**src/hdl/cdvf_pkg.sv**
```systemverilog
// ============================================================================
// cdvf_pkg - shared types and constants for the stereo volume fader
// Field widths, reset and bias constants and the gain lookup used by the fader datapath.
// ============================================================================
package cdvf_pkg;

    localparam int SAMPLE_W = 16;
    localparam int VOL_W    = 12;
    localparam int GAIN_W   = 11;
    localparam int LEVEL_W  = 17;
    // |sample * gain| < 2^26, so 27 bits signed hold every product
    localparam int PROD_W   = 27;
    localparam int GAIN_SHIFT = 10;

    localparam logic [VOL_W-1:0] VOL_RESET = 12'h400;
    localparam logic [PROD_W-1:0] DIV_BIAS = PROD_W'((1 << GAIN_SHIFT) - 1);

    // Coarse steps of 4 from bits 10:2; below 4 the fine bits 1:0 take over.
    // Bit 11 never acts on the gain.
    function automatic logic [GAIN_W-1:0] gain_of(input logic [VOL_W-1:0] vol);
        logic [GAIN_W-1:0] coarse;
        logic [GAIN_W-1:0] fine;
        coarse = {vol[10:2], 2'b00};
        fine   = {9'b0, vol[1:0]};
        return (coarse != '0) ? coarse : fine;
    endfunction

    // Pipeline enables shared by the lanes and the merge stage
    typedef struct packed {
        logic prod_load;   // product registers take a new transaction
        logic out_load;    // output register takes the lane results
    } cdvf_ctrl_t;

endpackage

```
**src/hdl/cdvf_in_if.sv**
```systemverilog
// ============================================================================
// cdvf_in_if - sample input channel
// Valid/ready channel carrying one stereo sample pair, target and pause flag.
// ============================================================================
interface cdvf_in_if
    import cdvf_pkg::*;
    ();
    logic                       valid;
    logic                       ready;
    logic signed [SAMPLE_W-1:0] left_sample;
    logic signed [SAMPLE_W-1:0] right_sample;
    logic        [VOL_W-1:0]    target_volume;
    logic                       audio_paused;

    modport source (output valid, left_sample, right_sample, target_volume,
                    audio_paused, input ready);
    modport sink   (input valid, left_sample, right_sample, target_volume,
                    audio_paused, output ready);
endinterface

```
**src/hdl/cdvf_out_if.sv**
```systemverilog
// ============================================================================
// cdvf_out_if - level output channel
// Valid/ready channel carrying one pair of scaled stereo levels.
// ============================================================================
interface cdvf_out_if
    import cdvf_pkg::*;
    ();
    logic                      valid;
    logic                      ready;
    logic signed [LEVEL_W-1:0] left_level;
    logic signed [LEVEL_W-1:0] right_level;

    modport source (output valid, left_level, right_level, input ready);
    modport sink   (input valid, left_level, right_level, output ready);
endinterface

```
**src/hdl/cdvf_lane.sv**
```systemverilog
// ============================================================================
// cdvf_lane - one channel of the fader datapath
// Registered sample*gain product, then divide by 1024 toward zero.
// ============================================================================
module cdvf_lane
    import cdvf_pkg::*;
(
    input  logic                       clk,
    input  logic                       load,
    input  logic signed [SAMPLE_W-1:0] sample,
    input  logic        [GAIN_W-1:0]   gain,
    output logic signed [LEVEL_W-1:0]  level
);

    logic signed [SAMPLE_W+GAIN_W:0] prod_full;
    logic signed [PROD_W-1:0]        prod_reg;
    logic signed [PROD_W-1:0]        prod_next;
    logic        [PROD_W-1:0]        biased;

    assign prod_full = sample * $signed({1'b0, gain});
    assign prod_next = prod_full[PROD_W-1:0];

    always_ff @(posedge clk)
    begin
        if (load)
        begin
            prod_reg <= prod_next;
        end
    end

    // bias negatives so the arithmetic shift truncates toward zero
    assign biased = prod_reg[PROD_W-1] ? (prod_reg + DIV_BIAS) : prod_reg;
    assign level  = biased[PROD_W-1:GAIN_SHIFT];

endmodule

```
**src/hdl/cdvf_merge.sv**
```systemverilog
// ============================================================================
// cdvf_merge - output register for both lanes
// Joins the left and right lane results into one output transaction.
// ============================================================================
module cdvf_merge
    import cdvf_pkg::*;
(
    input  logic                      clk,
    input  logic                      rst_n,
    input  cdvf_ctrl_t                ctrl,
    input  logic signed [LEVEL_W-1:0] left_lane,
    input  logic signed [LEVEL_W-1:0] right_lane,
    output logic                      out_free,
    cdvf_out_if.source                level_out
);

    logic                      valid_reg;
    logic                      valid_next;
    logic signed [LEVEL_W-1:0] left_reg;
    logic signed [LEVEL_W-1:0] right_reg;

    assign out_free   = !valid_reg || level_out.ready;
    assign valid_next = ctrl.out_load ? 1'b1 : (valid_reg && !level_out.ready);

    always_ff @(posedge clk or negedge rst_n)
    begin
        if (!rst_n)
        begin
            valid_reg <= 1'b0;
        end
        else
        begin
            valid_reg <= valid_next;
        end
    end

    always_ff @(posedge clk)
    begin
        if (ctrl.out_load)
        begin
            left_reg  <= left_lane;
            right_reg <= right_lane;
        end
    end

    assign level_out.valid       = valid_reg;
    assign level_out.left_level  = left_reg;
    assign level_out.right_level = right_reg;

endmodule

```
**src/hdl/cd_audio_volume_fader.sv**
```systemverilog
// ============================================================================
// cd_audio_volume_fader - stereo volume fader with one-step ramp
// Scales each stereo sample pair by the stored volume, then ramps the volume
// one unit toward the target per transaction that is not paused.
// ============================================================================
//
//  channel     dir  modport   payload
//  ---------   ---  -------   ------------------------------------------------
//  sample_in   in   sink      left_sample, right_sample, target_volume,
//                             audio_paused
//  level_out   out  source    left_level, right_level
//
//  One transaction per cycle sustained while level_out.ready stays high.
//  Flow: the product is registered at acceptance, the output register
//  takes it from the product stage, and level_out.valid rises once the
//  output register is loaded. Two transactions can be held in flight.
//  The volume register updates at acceptance, so back-to-back transactions
//  see the ramp immediately.
//  Reset sets the volume to full scale (1024) and empties the pipeline.
//  A stall on level_out backs up through the product stage to sample_in.ready.
//
module cd_audio_volume_fader
    import cdvf_pkg::*;
(
    input  logic        clk,
    input  logic        rst_n,
    cdvf_in_if.sink     sample_in,
    cdvf_out_if.source  level_out
);

    logic [VOL_W-1:0]  volume_reg;
    logic [VOL_W-1:0]  volume_next;
    logic              prod_valid_reg;
    logic              prod_valid_next;
    logic              accept;
    logic              out_free;
    logic [GAIN_W-1:0] gain;
    cdvf_ctrl_t        ctrl;

    logic signed [LEVEL_W-1:0] left_lane;
    logic signed [LEVEL_W-1:0] right_lane;

    // Product stage can take a new transaction when it is empty or when its
    // current content moves on to the output register this cycle.
    assign sample_in.ready = !prod_valid_reg || out_free;
    assign accept          = sample_in.valid && sample_in.ready;

    assign ctrl.prod_load = accept;
    assign ctrl.out_load  = prod_valid_reg && out_free;

    assign prod_valid_next = accept ? 1'b1 : (prod_valid_reg && !out_free);

    // Paused: zero gain forces both levels to zero
    assign gain = sample_in.audio_paused ? '0 : gain_of(volume_reg);

    // Ramp one step toward the target after the gain is taken; held on pause
    always_comb
    begin
        volume_next = volume_reg;
        if (accept && !sample_in.audio_paused)
        begin
            if (volume_reg < sample_in.target_volume)
                volume_next = volume_reg + VOL_W'(1);
            else if (volume_reg > sample_in.target_volume)
                volume_next = volume_reg - VOL_W'(1);
        end
    end

    always_ff @(posedge clk or negedge rst_n)
    begin
        if (!rst_n)
        begin
            volume_reg     <= VOL_RESET;
            prod_valid_reg <= 1'b0;
        end
        else
        begin
            volume_reg     <= volume_next;
            prod_valid_reg <= prod_valid_next;
        end
    end

    cdvf_lane left_lane_i (
        .clk    (clk),
        .load   (ctrl.prod_load),
        .sample (sample_in.left_sample),
        .gain   (gain),
        .level  (left_lane)
    );

    cdvf_lane right_lane_i (
        .clk    (clk),
        .load   (ctrl.prod_load),
        .sample (sample_in.right_sample),
        .gain   (gain),
        .level  (right_lane)
    );

    cdvf_merge merge_i (
        .clk        (clk),
        .rst_n      (rst_n),
        .ctrl       (ctrl),
        .left_lane  (left_lane),
        .right_lane (right_lane),
        .out_free   (out_free),
        .level_out  (level_out)
    );

endmodule

```
**src/flat_wrapper.sv**
```systemverilog
// flat-port wrapper written by rule: the top's interface ports become plain ports
module cd_audio_volume_fader_flat import cdvf_pkg::*;
  (clk, rst_n, sample_in_valid, sample_in_left_sample, sample_in_right_sample, sample_in_target_volume, sample_in_audio_paused, sample_in_ready, level_out_valid, level_out_left_level, level_out_right_level, level_out_ready);
  cdvf_in_if sample_in_i ();
  cdvf_out_if level_out_i ();
  input  logic clk;
  input  logic rst_n;
  input wire logic [$bits(sample_in_i.valid)-1:0] sample_in_valid;
  input wire logic [$bits(sample_in_i.left_sample)-1:0] sample_in_left_sample;
  input wire logic [$bits(sample_in_i.right_sample)-1:0] sample_in_right_sample;
  input wire logic [$bits(sample_in_i.target_volume)-1:0] sample_in_target_volume;
  input wire logic [$bits(sample_in_i.audio_paused)-1:0] sample_in_audio_paused;
  output wire logic [$bits(sample_in_i.ready)-1:0] sample_in_ready;
  output wire logic [$bits(level_out_i.valid)-1:0] level_out_valid;
  output wire logic [$bits(level_out_i.left_level)-1:0] level_out_left_level;
  output wire logic [$bits(level_out_i.right_level)-1:0] level_out_right_level;
  input wire logic [$bits(level_out_i.ready)-1:0] level_out_ready;
  assign sample_in_i.valid = sample_in_valid;
  assign sample_in_i.left_sample = sample_in_left_sample;
  assign sample_in_i.right_sample = sample_in_right_sample;
  assign sample_in_i.target_volume = sample_in_target_volume;
  assign sample_in_i.audio_paused = sample_in_audio_paused;
  assign sample_in_ready = sample_in_i.ready;
  assign level_out_valid = level_out_i.valid;
  assign level_out_left_level = level_out_i.left_level;
  assign level_out_right_level = level_out_i.right_level;
  assign level_out_i.ready = level_out_ready;
  cd_audio_volume_fader u_core (.clk(clk), .rst_n(rst_n), .sample_in(sample_in_i), .level_out(level_out_i));
endmodule
```
**config.mk**
```make
export PLATFORM = sky130hd
export DESIGN_NAME = cd_audio_volume_fader_flat
export DESIGN_NICKNAME = d
export VERILOG_FILES = /design/src/hdl/cdvf_pkg.sv /design/src/hdl/cdvf_in_if.sv /design/src/hdl/cdvf_out_if.sv /design/src/hdl/cdvf_lane.sv /design/src/hdl/cdvf_merge.sv /design/src/hdl/cd_audio_volume_fader.sv /design/src/flat_wrapper.sv
export SDC_FILE = /design/constraint.sdc
export NUM_CORES = 1
export LEC_CHECK = 0
export BUFFER_PORTS_ARGS = -buffer_cell sky130_fd_sc_hd__buf_2
export CAP_MARGIN = 20
export CORE_MARGIN = 2
export CORE_UTILIZATION = 45
export DETAILED_ROUTE_END_ITERATION = 7
export PLACE_DENSITY = 0.67
export SLEW_MARGIN = 20
export SYNTH_ARGS = -nofsm -noshare
export SYNTH_HDL_FRONTEND = slang
export SYNTH_SLANG_ARGS = --single-unit
```
**constraint.sdc**
```tcl
create_clock -name clk -period 6.5 [get_ports clk]
set_clock_uncertainty 0.15 [all_clocks]
set_input_delay 0.975 -clock clk [delete_from_list [all_inputs] [get_ports clk]]
set_output_delay 0.975 -clock clk [all_outputs]
set_load 0.01 [all_outputs]
```
After elaboration in Yosys (flattened, before gate mapping)

Cells that the tools add are included.

Register bits after elaboration: 102
Bits in latches: 0
Memory bits (writable): 0
ROM bits: 0
Input bits: 49
Word-level logic and storage cells: 40
Memories: 0

$add $sub $neg: 4
Multipliers: 2
Divide/modulo/power cells: 0
Magnitude comparators: 2
Equality and inequality tests: 0
Shift-type cells: 0
Mux-type cells: 8
Bitwise gates (word level): 0
Reduce and logical (&&, ||, !) cells: 15

Operators by type and width:

| kind                                               | count |
|---|---|
| adder 27 x 10 -> 27 bit, second input constant     | 2 |
| multiplier 16 x 12 -> 27 bit                       | 2 |
| two-way mux 26 bit                                 | 2 |
| two-way mux 12 bit                                 | 2 |
| two-way mux 11 bit                                 | 2 |
| adder 12 x 1 -> 12 bit, second input constant      | 1 |
| greater-than comparator 12 bit                     | 1 |
| < comparator 12 bit                                | 1 |
| subtractor 12 x 1 -> 12 bit, second input constant | 1 |
| nonzero test 9 bit                                 | 1 |
| logical AND 1 bit                                  | 5 |
| zero test 1 bit                                    | 5 |
| logical OR 1 bit                                   | 2 |
| two-way mux 1 bit                                  | 2 |
| AND reduction 2 bit                                | 1 |
| nonzero test 2 bit                                 | 1 |

Depth between registers and ports, before layout

Depth in word-level cells: 6
Mapped depth: 23

Modules after synthesis

Synthesis repeated with hierarchy kept, for this count alone.

Cell total of the unflattened synthesis: 1869
Area, all modules: 17665.7 um^2

Modules (own cells, without submodules):

| module                           | instances | cells each | area an instance (um^2) | sequential area each (um^2) |
|---|---|---|---|---|
| cdvf_lane at u_core.left_lane_i  | 1         | 846        | 7656.1                  | 810.8 |
| cdvf_lane at u_core.right_lane_i | 1         | 839        | 7566.0                  | 810.8 |
| cd_audio_volume_fader            | 1         | 147        | 1375.1                  | 326.6 |
| cdvf_merge                       | 1         | 37         | 1068.5                  | 1046.0 |

Worst setup path after synthesis

Ideal clock, no wire load.

Path type: input to register
From: in sample_in_audio_paused
To: reg u_core.right_lane_i.prod_reg[26], data pin
Data arrival time: 5.964 ns
Required time: 6.084 ns
Setup slack: 0.119 ns
Cell stages on the path: 21
Path buffers: 3
Cell sequence: clkbuf_1 nor2b_1 clkbuf_1 nand2_1 fa_1 fa_1 inv_1 fa_1 fa_1 inv_1 fa_1 inv_1 ha_1 clkbuf_1 nand2_1 or3b_1 o211ai_1 a21oi_1 o21ai_1 mux2i_1 nand4_1

Cells in the longest elaborated chain, start to end: 2

RTL lines:

| element                                     | RTL line                    | text |
|---|---|---|
| start: declaration                          | flat_wrapper.sv:12          | `input wire logic [$bits(sample_in_i.audio_paused)-1:0] sample_in_audio_paused;` |
| two-way mux 11 bit                          | cd_audio_volume_fader.sv:54 | `assign gain = sample_in.audio_paused ? '0 : gain_of(volume_reg);` |
| multiplier 16 x 12 -> 27 bit                | cdvf_lane.sv:20             | `assign prod_full = sample * $signed({1'b0, gain});` |
| named net u_core.right_lane_i.prod_full[26] | cdvf_lane.sv:15             | `logic signed [SAMPLE_W+GAIN_W:0] prod_full;` |
| end signal: assignment                      | cdvf_lane.sv:27             | `prod_reg <= prod_next;` |
| end: declaration                            | cdvf_lane.sv:16             | `logic signed [PROD_W-1:0] prod_reg;` |

The timed path passes the listed nets, and every way through them passes these cells.
A chain may end at the register's enable or synchronous reset.

Worst setup path after layout

Ends and elaborated chain as after synthesis.

==> results.json <==
{
  "cts_made_buffers": 9,
  "wl_per_cell_um": 15.1,
  "power_density_nw_per_um2": 500,
  "p_int_mw": 4.90,
  "grt_pass1_wl_um": 64700,
  "use_met2": 0.341,
  "yosysWarnings": 0,
  "rr_startpoint": "u_core.volume_reg[4]",
  "row_count": 72,
  "synth.area.top_cells": "fa_1, edfxtp_1, ha_1",
  "start_kind": "input pin",
  "p_total_mw": 9.60,
  "netSwitchingPower_mw": 4.70,
  "synthToLayoutAreaGrowth_pct": 8.85,
  "num_vias": 12700,
  "combPwrFrac": 0.785,
  "syn_avg_cell_area_um2": 9.32,
  "place_hpwl_um": 30600,
  "finalWirelength_um": 37600,
  "crit_type": "in -> reg",
  "p_leak_nw": 9.93,
  "worstHoldPathType": "in -> async",
  "grt_setup_unrepaired": "no",
  "grtUsageMet1": 0.260,
  "drt_first_iter_violations": 586,
  "start_util": 0.457,
  "grt_pass1_vias": 13500,
  "dieArea_um2": 40800,
  "post-place-ws_ns": -0.0470,
  "dp_cells": 2467,
  "clock-sinks": 102,
  "synth_edf_count": 88,
  "cts-resized-gates": 0,
  "clkSlewWorstSetupHoldPaths_ns": 0.08,
  "routabilityCongestion": 0.899,
  "cp_max_fo": 16,
  "numPortBuffers": 84,
  "finalCritPeriodShare": 0.947,
  "power_frac_seq": 0.155,
  "busiest_layer": "met2",
  "postSynth.asyncResetShare": 0.137,
  "ys_seq_area_frac": 0.170,
  "period_needed_ns": 6.15,
  "antenna_found_initial": 7,
  "synth_top_area_cell": "fa_1",
  "coreArea_um2": 38600,
  "cts_setup_buffers": 0,
  "synth.distinct_cells": 60,
  "slowest_delay_ns": 0.54,
  "tritoncts": "yes",
  "pwr-share-clk": 0.060,
  "drtPass1Iterations": 5,
  "track_usage": 0.199,
  "switching_share": 0.490,
  "r2r-end": "u_core.left_lane_i.prod_reg[24]",
  "ys_ff_latch": 102,
  "die_y_um": 202,
  "ios": 85,
  "crit_path_frequent_cell": "fa_1",
  "crit_arrival_ns": 6.15,
  "ir_drop_mv": 0.338,
  "hold_violations": 0,
  "fin_cells": 2488,
  "end_kind": "flop",
  "tightest_slew_ns": 1.04,
  "synthFlopType": "edfxtp_1",
  "htreeDepth": 3,
  "netlist_instances": 1893,
  "cap_violations": 0,
  "r2r_setup_slack_ns": 0.43,
  "ctsHoldBuffers": 0,
  "status": "completed",
  "syn-num-nets": 2399,
  "fin_setup_tns_ns": 0,
  "clk_latency_ns": 0.39,
  "vias_per_cell": 5.10,
  "ant_nets": 0,
  "maxSlewViolCount": 0,
  "worstPathCellList": "buf_2, nor2b_2, buf_4, and2_1, fa_1, inv_1, fa_1, inv_1, fa_1, fa_1, inv_1, fa_1, inv_1, ha_1, nand2_1, or3b_1, o211ai_1, a21oi_1, o21ai_1, mux2i_1, nand4_1",
  "grt_max_degree": 55,
  "synth_top_area_frac": 0.360,
  "max_slew_margin": 0.307,
  "nFillCells": 3572,
  "nets": 2466,
  "setup_viol": 0,
  "synth_area_um2": 17600,
  "crit_slowest_cell": "fa_1",
  "grt_overflow": 0,
  "drc": 0,
  "cp.required_ns": 6.49,
  "cts_root_buf": "clkbuf_16",
  "worst_slack_ns": 0.346,
  "yosysMostFrequentCell": "inv_1",
  "die_w_um": 202,
  "clk_path_buf_depth": 2,
  "synthTopCellsByCount": "inv_1, fa_1, nand2_1",
  "max_freq_mhz": 163,
  "layout-drive-gt1-share": 0.0891,
  "reg2reg_depth": 21,
  "grt.met3_usage": 0.0311
}
-- routing by layer --
metal  part of all wire  routed length (um)
met2               0.49               18600
met4              0.021                 795
met5            0.00090                  34
met1               0.44               16500
met3              0.046                1720
-- per-stage QoR --
step | hold WS [ns] | area, um^2 | utilization
after floorplan | 0.296 | 17600 | -
after global placement | 0.321 | 18900 | 0.489
after detailed placement | 0.319 | 18900 | 0.489
after CTS | 0.305 | 19200 | 0.497
after global routing | 0.336 | 19200 | 0.497
final | 0.321 | 19200 | 0.497
-- worst max-delay path by stage --
stage	slack, ns	depth (start not counted)	startpoint	to
6_report	0.35	21	sample_in_audio_paused	u_core.right_lane_i.prod_reg[26]
3_3_place_gp	0.05	21	sample_in_audio_paused	u_core.right_lane_i.prod_reg[26]
2_1_floorplan	0.12	21	sample_in_audio_paused	u_core.right_lane_i.prod_reg[26]
5_1_grt	0.03	21	u_core.volume_reg[4]	u_core.left_lane_i.prod_reg[24]
4_1_cts	0.30	21	u_core.volume_reg[4]	u_core.right_lane_i.prod_reg[25]
3_5_place_dp	-0.05	20	sample_in_audio_paused	u_core.left_lane_i.prod_reg[26]
-- layout by cell type, fill, tap and decap left out, drive strengths merged, types with 9 or more instances in the layout --
cell type / count
nand2: 278
and3: 38
edfxtp: 88
a21o: 18
fa: 317
xnor2: 59
inv: 453
nor2: 63
xor2: 32
o21ai: 29
dfrtp: 13
a21oi: 39
clkbuf: 9
nor4: 9
and2: 91
nor3: 13
o21a: 9
nor2b: 13
ha: 140
nand4: 14
nand3: 21
buf: 129
-- layout make-up --
| class | instances | area [um^2] | area share |
|---|---|---|---|
| multi-input cells | 1267 | 12700 | 0.662 |
| flip-flops and latches | 102 | 2990 | 0.156 |
| inverters | 451 | 1690 | 0.0881 |
| repair buffers | 129 | 846 | 0.0440 |
| well taps | 518 | 648 | 0.0337 |
| clock buffers | 9 | 225 | 0.0117 |
| clock inverters | 7 | 71.3 | 0.00371 |
| diodes | 5 | 12.5 | 0.000651 |
-- power by group through the flow --
stage	combinational [mW]	clock [mW]	sequential, mW
finish	7.54	0.574	1.49
global route	8.70	0.610	1.52
CTS	7.61	0.598	1.49
detailed placement	7.55	0	1.50
global placement	7.35	0	1.49
floorplan	5.68	0	1.48
-- worst max-delay path: cells and delay by family --
family | cells | cell delay (ns)
AO/OA/AOI/OAI | 3 | 0.63
adder cells (fa/ha/maj) | 6 | 2.80
buffers and inverters | 6 | 0.68
multiplexers | 1 | 0.20
AND/OR/NAND/NOR | 5 | 0.84
-- logic make-up after synthesis --
| family | Yosys count | synth area share |
|---|---|---|
| fa+ha+maj | 457 | 0.459 |
| xor+xnor | 91 | 0.0452 |
| flops | 102 | 0.170 |
| simple gates | 561 | 0.149 |
| buf+inv | 524 | 0.112 |
| mux | 7 | 0.00425 |
| compound gates | 151 | 0.0611 |
Power figures use the tool's default switching activity.
